### src/hdl/smr_pkg.sv
// ----------------------------------------------------------------------------
// smr_pkg
// Shared widths, fixed-point constants and register indexes for the seagrass
// mortality pipeline.
// ----------------------------------------------------------------------------
package smr_pkg;

  // value width and fraction bits of the unsigned fixed-point format
  localparam int QW        = 48;
  localparam int FRAC_BITS = 32;
  localparam int HW        = QW / 2;

  // quotient bits resolved per divider stage
  localparam int DIV_STEP  = 2;
  localparam int DIV_A_W   = 64;

  localparam int LAT_MUL   = 2;
  localparam int LAT_DIV   = 1 + QW / DIV_STEP;

  localparam logic [QW-1:0] MAX48 = {QW{1'b1}};
  localparam logic [32:0]   ONE   = 33'(64'd1 << FRAC_BITS);

  // shear mortality cap, two per day expressed per second
  localparam logic [QW-1:0] CAP = QW'((64'd2 << FRAC_BITS) / 64'd86400);

  localparam logic [QW-1:0] TAU_CRIT_RST  = QW'(64'd1 << FRAC_BITS);
  localparam logic [63:0]   EF_FULL       = 64'd43200 << FRAC_BITS;
  localparam logic [QW-1:0] TAU_EFOLD_RST = (EF_FULL > 64'(MAX48)) ? MAX48 : EF_FULL[QW-1:0];

  typedef enum logic [2:0] {
    REG_LEAF_MORT = 3'd0,
    REG_ROOT_MORT = 3'd1,
    REG_SEED      = 3'd2,
    REG_ROOT_FRAC = 3'd3,
    REG_QUAD_MORT = 3'd4,
    REG_TAU_CRIT  = 3'd5,
    REG_TAU_EFOLD = 3'd6
  } reg_idx_t;

endpackage

### src/hdl/smr_delay.sv
// ----------------------------------------------------------------------------
// smr_delay
// Enable-gated shift line that keeps side data aligned with the pipeline.
// ----------------------------------------------------------------------------
module smr_delay import smr_pkg::*; #(
  parameter int W = QW,
  parameter int N = 1
) (
  input  logic         clk,
  input  logic         en,
  input  logic [W-1:0] din,
  output logic [W-1:0] dout
);

  logic [W-1:0] sr [0:N-1];

  always_ff @(posedge clk) begin
    if (en) begin
      sr[0] <= din;
      for (int i = 1; i < N; i++) begin
        sr[i] <= sr[i-1];
      end
    end
  end

  assign dout = sr[N-1];

endmodule

### config.mk
export PLATFORM = sky130hd
export DESIGN_NAME = smr_delay
export DESIGN_NICKNAME = d
export VERILOG_FILES = /design/src/hdl/smr_pkg.sv /design/src/hdl/smr_delay.sv
export SDC_FILE = /design/constraint.sdc
export NUM_CORES = 1
export LEC_CHECK = 0
export ABC_AREA = 1
export BUFFER_PORTS_ARGS = -buffer_cell sky130_fd_sc_hd__buf_4
export CORE_UTILIZATION = 43
export CTS_CLUSTER_DIAMETER = 40
export DETAILED_ROUTE_END_ITERATION = 8
export PLACE_DENSITY = 0.83
export SLEW_MARGIN = 40
export SYNTH_ARGS = -nofsm -noshare
export SYNTH_HDL_FRONTEND = slang
export SYNTH_SLANG_ARGS = --single-unit
### constraint.sdc
create_clock -name clk -period 0.8 [get_ports clk]
set_input_delay 0.04 -clock clk [delete_from_list [all_inputs] [get_ports clk]]
set_output_delay 0.04 -clock clk [all_outputs]
set_load 0.02 [all_outputs]
==> report_table.html, run 1 <==
<table>
<tr><th>Metric</th><th>Value</th></tr>
<tr><th colspan="2">Run status</th></tr>
<tr><td>Result of the run</td><td>did not finish</td></tr>
<tr><td>Last stage the flow got to</td><td>clock tree synthesis</td></tr>
<tr><td>Log Error</td><td>[ERROR DPL-0033] detailed placement checks failed during check placement.</td></tr>
<tr><th colspan="2">Place</th></tr>
<tr><td>Cell Count Post-Placement</td><td>about 190</td></tr>
<tr><td>RePlAce Congestion</td><td>0.619</td></tr>
<tr><td>Buffers added on ports</td><td>97</td></tr>
<tr><th colspan="2">Synth</th></tr>
<tr><td>Cell count after synthesis</td><td>48</td></tr>
<tr><td>Largest cells by area after synthesis</td><td>edfxtp_1 100%</td></tr>
<tr><td>Leading cell types by count after synthesis</td><td>48 x edfxtp_1</td></tr>
<tr><td>Part of the Yosys area used for sequential elements</td><td>100%</td></tr>
<tr><td>Synth top area share</td><td>100%</td></tr>
<tr><td>Area share of and/or/nand/nor cells after synthesis</td><td>0%</td></tr>
<tr><td>Most numerous cell in the Yosys netlist</td><td>edfxtp_1</td></tr>
<tr><td>Flops &amp; latches, synth</td><td>48</td></tr>
<tr><td>Number of distinct library cells after synthesis</td><td>1</td></tr>
<tr><td>Syn Std Cell Area</td><td>1440 µm²</td></tr>
<tr><td>Adder-cell area share of the yosys netlist</td><td>0%</td></tr>
<tr><td>Largest area contributor in the synthesized netlist</td><td>edfxtp_1</td></tr>
<tr><td>Fraction of synthesized area in multiplexers</td><td>0%</td></tr>
<tr><td>Nets in the synthesized netlist</td><td>98</td></tr>
<tr><td>Post-Synthesis Mean Instance Area</td><td>30.0 µm²</td></tr>
<tr><td>Xor/xnor share of the synthesized area</td><td>0%</td></tr>
<tr><td>Synthesized-area fraction occupied by ao, oa, aoi and oai cells</td><td>0%</td></tr>
<tr><td>Count of flip-flops with a built-in enable after synthesis</td><td>48</td></tr>
<tr><td>Ys Warns</td><td>0</td></tr>
<tr><td>Top_reg_cell synth</td><td>edfxtp_1</td></tr>
<tr><td>Proportion of synthesized flip-flops having asynchronous set or reset</td><td>0%</td></tr>
<tr><th colspan="2">Floorplan</th></tr>
<tr><td>Top-level I/O count</td><td>98</td></tr>
<tr><td>Initial core utilization</td><td>between 40% and 50%</td></tr>
<tr><td>Horizontal extent of the die</td><td>59.9 µm</td></tr>
<tr><td>Height of the die</td><td>59.9 µm</td></tr>
<tr><td>Num rows</td><td>20</td></tr>
<tr><th colspan="2">CTS</th></tr>
<tr><td>CTS-repair resized insts</td><td>between 40 and 50</td></tr>
<tr><td>Max Root-Sink Buffers</td><td>2</td></tr>
<tr><td>Clock sink count</td><td>48</td></tr>
<tr><td>Post-CTS repair timing setup buffer count</td><td>0</td></tr>
<tr><td>Number of buffers created by CTS</td><td>5</td></tr>
<tr><td>Clock tree root buffer cell</td><td>clkbuf_4</td></tr>
<tr><td>Number of hold buffers added after cts</td><td>48</td></tr>
<tr><td>CTS H-tree depth</td><td>2</td></tr>
</table>
==> cells by family after synthesis <==
kind of cell  after synthesis
flip-flops                 48
==> through the flow <==
step	instance area (µm²)	hold slack, ns	util, %	worst slack (ns)
3_5_place_dp	2260	0.219	72.4	0.151
3_3_place_gp	2260	0.218	72.4	0.165
2_1_floorplan	1440	0.139	-	0.311
==> run 2, diff against run 1 <==
Settings changed: CORE_UTILIZATION 43 to 40, CTS_CLUSTER_DIAMETER 40 to not set, PLACE_DENSITY 0.83 to not set, PLACE_DENSITY_LB_ADDON set to 0.15.
==> report_table.html, run 2 <==
<table>
<tr><th>Metric</th><th>Value</th></tr>
<tr><th colspan="2">Global routing</th></tr>
<tr><td>Largest net degree at the start of global routing</td><td>28</td></tr>
<tr><td>Via count of the first global-routing pass</td><td>1257</td></tr>
<tr><td>Global-route usage over all layers</td><td>22.3%</td></tr>
<tr><td>Antenna violations before repair</td><td>0</td></tr>
<tr><td>First-pass GRT wire length</td><td>5640 µm</td></tr>
<tr><td>Grt ovf</td><td>0</td></tr>
<tr><th colspan="2">CTS</th></tr>
<tr><td>Post-CTS repair timing setup buffer count</td><td>0</td></tr>
<tr><td>CTS H-tree depth</td><td>2</td></tr>
<tr><td>Number of buffers created by CTS</td><td>5</td></tr>
<tr><td>Clock sink count</td><td>48</td></tr>
<tr><td>CTS tree</td><td>done</td></tr>
<tr><td>Worst-path clk slew</td><td>0.13 ns</td></tr>
<tr><td>Max Root-Sink Buffers</td><td>2</td></tr>
<tr><td>Clock tree root buffer cell</td><td>clkbuf_4</td></tr>
<tr><th colspan="2">STA</th></tr>
<tr><td>Unrepaired setup endpoints after global routing</td><td>yes</td></tr>
<tr><td>Final worst path period need</td><td>roughly 0.98 ns</td></tr>
<tr><td>Share of the clock period used by the worst path</td><td>122%</td></tr>
<tr><td>Rel. slew slack</td><td>90.4%</td></tr>
<tr><td>Max Clock Freq</td><td>just over 1000 MHz</td></tr>
<tr><td>Number of failing hold endpoints at the final stage</td><td>0</td></tr>
<tr><td>Post-route setup slack</td><td>-0.176 ns</td></tr>
<tr><td>Final Slew Violations</td><td>0</td></tr>
<tr><td>Total negative slack</td><td>-6.09 ns</td></tr>
<tr><td>Final Setup Violations</td><td>48</td></tr>
<tr><td>Tightest Pin Transition</td><td>roughly 0.14 ns</td></tr>
<tr><th colspan="2">Synth</th></tr>
<tr><td>Most numerous cell in the Yosys netlist</td><td>edfxtp_1</td></tr>
<tr><td>Post-Synthesis Mean Instance Area</td><td>approximately 30 µm²</td></tr>
<tr><td>Syn Std Cell Area</td><td>1440 µm²</td></tr>
<tr><td>Leading cell types by count after synthesis</td><td>48 x edfxtp_1</td></tr>
<tr><td>Synth top area share</td><td>100%</td></tr>
<tr><td>Nets in the synthesized netlist</td><td>roughly 100</td></tr>
<tr><td>Proportion of synthesized flip-flops having asynchronous set or reset</td><td>0%</td></tr>
<tr><td>Top_reg_cell synth</td><td>edfxtp_1</td></tr>
<tr><td>Largest cells by area after synthesis</td><td>edfxtp_1 100%</td></tr>
<tr><td>Ys Warns</td><td>0</td></tr>
<tr><td>Number of distinct library cells after synthesis</td><td>1</td></tr>
<tr><td>Cell count after synthesis</td><td>48</td></tr>
<tr><td>Count of flip-flops with a built-in enable after synthesis</td><td>between 40 and 50</td></tr>
<tr><td>Part of the Yosys area used for sequential elements</td><td>100%</td></tr>
<tr><td>Flops &amp; latches, synth</td><td>48</td></tr>
<tr><td>Largest area contributor in the synthesized netlist</td><td>edfxtp_1</td></tr>
<tr><th colspan="2">Critical path</th></tr>
<tr><td>Kind of cell adding the most delay to the critical path</td><td>flip-flops</td></tr>
<tr><td>Kind of critical path</td><td>reg -&gt; out</td></tr>
<tr><td>Slowest library cell on the worst path</td><td>edfxtp_1</td></tr>
<tr><td>Endpoint kind of the worst setup timing path</td><td>primary output</td></tr>
<tr><td>Element type at the critical path start</td><td>register</td></tr>
<tr><td>Critical path fanouts, max</td><td>1</td></tr>
<tr><td>Required time at the endpoint of the critical path</td><td>~0.76 ns</td></tr>
<tr><td>Largest stage delay, worst path</td><td>between 0.4 and 0.5 ns</td></tr>
<tr><td>Combined buffer and inverter count along the critical path</td><td>1</td></tr>
<tr><td>Critical Path, Cell by Cell</td><td>buf_6</td></tr>
<tr><td>Critical path data arrival time</td><td>roughly 0.94 ns</td></tr>
<tr><th colspan="2">Floorplan</th></tr>
<tr><td>Initial core utilization</td><td>42.5%</td></tr>
<tr><td>Num rows</td><td>21</td></tr>
<tr><td>Top-level I/O count</td><td>98</td></tr>
<tr><td>Std-Cell Core Area</td><td>3390 µm²</td></tr>
<tr><td>Horizontal extent of the die</td><td>62.0 µm</td></tr>
<tr><td>Height of the die</td><td>approximately 62 µm</td></tr>
<tr><td>Total Die Area</td><td>around 3800 µm²</td></tr>
<tr><th colspan="2">Drt</th></tr>
<tr><td>Aggregate routed wire length</td><td>4140 µm</td></tr>
<tr><td>Number of nets still failing antenna checks after routing</td><td>0</td></tr>
<tr><td>DRT Pass-1 Iters</td><td>4</td></tr>
<tr><td>Average detailed-routed wire length per instance</td><td>approximately 17 µm</td></tr>
<tr><td>Via-per-instance ratio</td><td>4.41</td></tr>
<tr><td>Initial detailed-routing violation count</td><td>38</td></tr>
<tr><td>DRC</td><td>0</td></tr>
<tr><td>Vias after detailed routing</td><td>1099</td></tr>
<tr><th colspan="2">Final layout</th></tr>
<tr><td>Most common cell after layout, fill and taps aside</td><td>buf_4</td></tr>
<tr><td>Largest regs</td><td>sr (48)</td></tr>
<tr><td>Area used by multi-input combinational logic</td><td>0 µm²</td></tr>
<tr><td>Sequential Area</td><td>1440 µm²</td></tr>
<tr><td>Multi-input gate count</td><td>0</td></tr>
<tr><td>Fraction of layout instances using a drive strength above 1</td><td>51.2%</td></tr>
<tr><td>Commonest cells after routing, fill and taps aside</td><td>49 x buf_4, 48 x dlygate4sd3_1, 48 x buf_6, 48 x edfxtp_1, 5 x clkbuf_4</td></tr>
<tr><td>Area Growth Syn to Fin</td><td>107%</td></tr>
<tr><td>Fill cells</td><td>145</td></tr>
<tr><td>Layout net count</td><td>252</td></tr>
<tr><td>Count of inserted antenna diode cells</td><td>0</td></tr>
<tr><td>Register containing the most flip-flops in the final layout</td><td>sr</td></tr>
<tr><td>Max reg flops</td><td>48</td></tr>
<tr><th colspan="2">Place</th></tr>
<tr><td>RePlAce Congestion</td><td>around 0.66</td></tr>
<tr><td>Buffers added on ports</td><td>97</td></tr>
<tr><th colspan="2">Power and ir drop</th></tr>
<tr><td>Worst-case vdd ir drop</td><td>about 0.0011 V</td></tr>
<tr><td>Power Density</td><td>1750 nW/µm²</td></tr>
<tr><td>P_leak</td><td>1.24 nW</td></tr>
<tr><td>Final total power</td><td>5.22 mW</td></tr>
<tr><th colspan="2">Hold path</th></tr>
<tr><td>Worst hold path class</td><td>in -&gt; reg</td></tr>
<tr><th colspan="2">Job</th></tr>
<tr><td>Max-cap viol count</td><td>0</td></tr>
<tr><th colspan="2">Run status</th></tr>
<tr><td>Violated checks</td><td>setup timing</td></tr>
<tr><td>Result of the run</td><td>complete, but fails checks</td></tr>
</table>
[run 2: cell counts after synthesis]
No cell type changed its count.
[run 2: routing by layer]
metal	vias up	GRT usage, %	part of all wire (%)
met3	10	8.70	6.8
met2	60	46.5	62
met5	-	0	0
met1	528	17.3	29
met4	0	8.89	2.6
li1	501	-	-
[run 2: cells by family (layout without fill, tap and decap cells)]
group                  after synthesis  count (layout)  share of synthesized area (%)
flip-flops                          48              48                            100
buffers and inverters                0             155                              0
[run 2: worst paths after layout]
kind  startpoint   endpoint  cells after the start  slack, ns
min           en  sr[0][30]                      2       0.12
max    sr[0][40]   dout[40]                      1      -0.18
[run 2: final cells by class]
type | instances | share of cell area (%)
sequential | 48 | 48.4
clock buffer | 7 | 1.51
timing repair buffer | 147 | 48.0
clock inverter | 1 | 0.126
tap | 46 | 1.93
[run 2: through the flow]
step	hold slack, ns	setup slack, ns	utilization, %	instance area (µm²)	std cells
after floorplan	0.139	0.311	-	1440	48
after global placement	0.218	0.156	66.9	2270	193
after detailed placement	0.219	0.149	66.9	2270	193
after CTS	0.100	-0.176	87.2	2950	249
after global routing	0.104	-0.212	87.8	2980	249
final	0.117	-0.176	87.8	2980	249
[run 2: power by group]
group / internal [mW] / switching [mW] / total (mW)
registers: 2.99 / 0.100 / 3.09
clock network: 0.340 / 0.670 / 1.01
logic: 0.663 / 0.457 / 1.12
[run 2: repair_timing]
item                                    CTS  global route
endpoints found under the setup margin   48            48
resized for setup                        42             6
hold buffers                             48             0
endpoints found under the hold margin    48             0
Note: power is estimated with default switching activity, not from simulation.
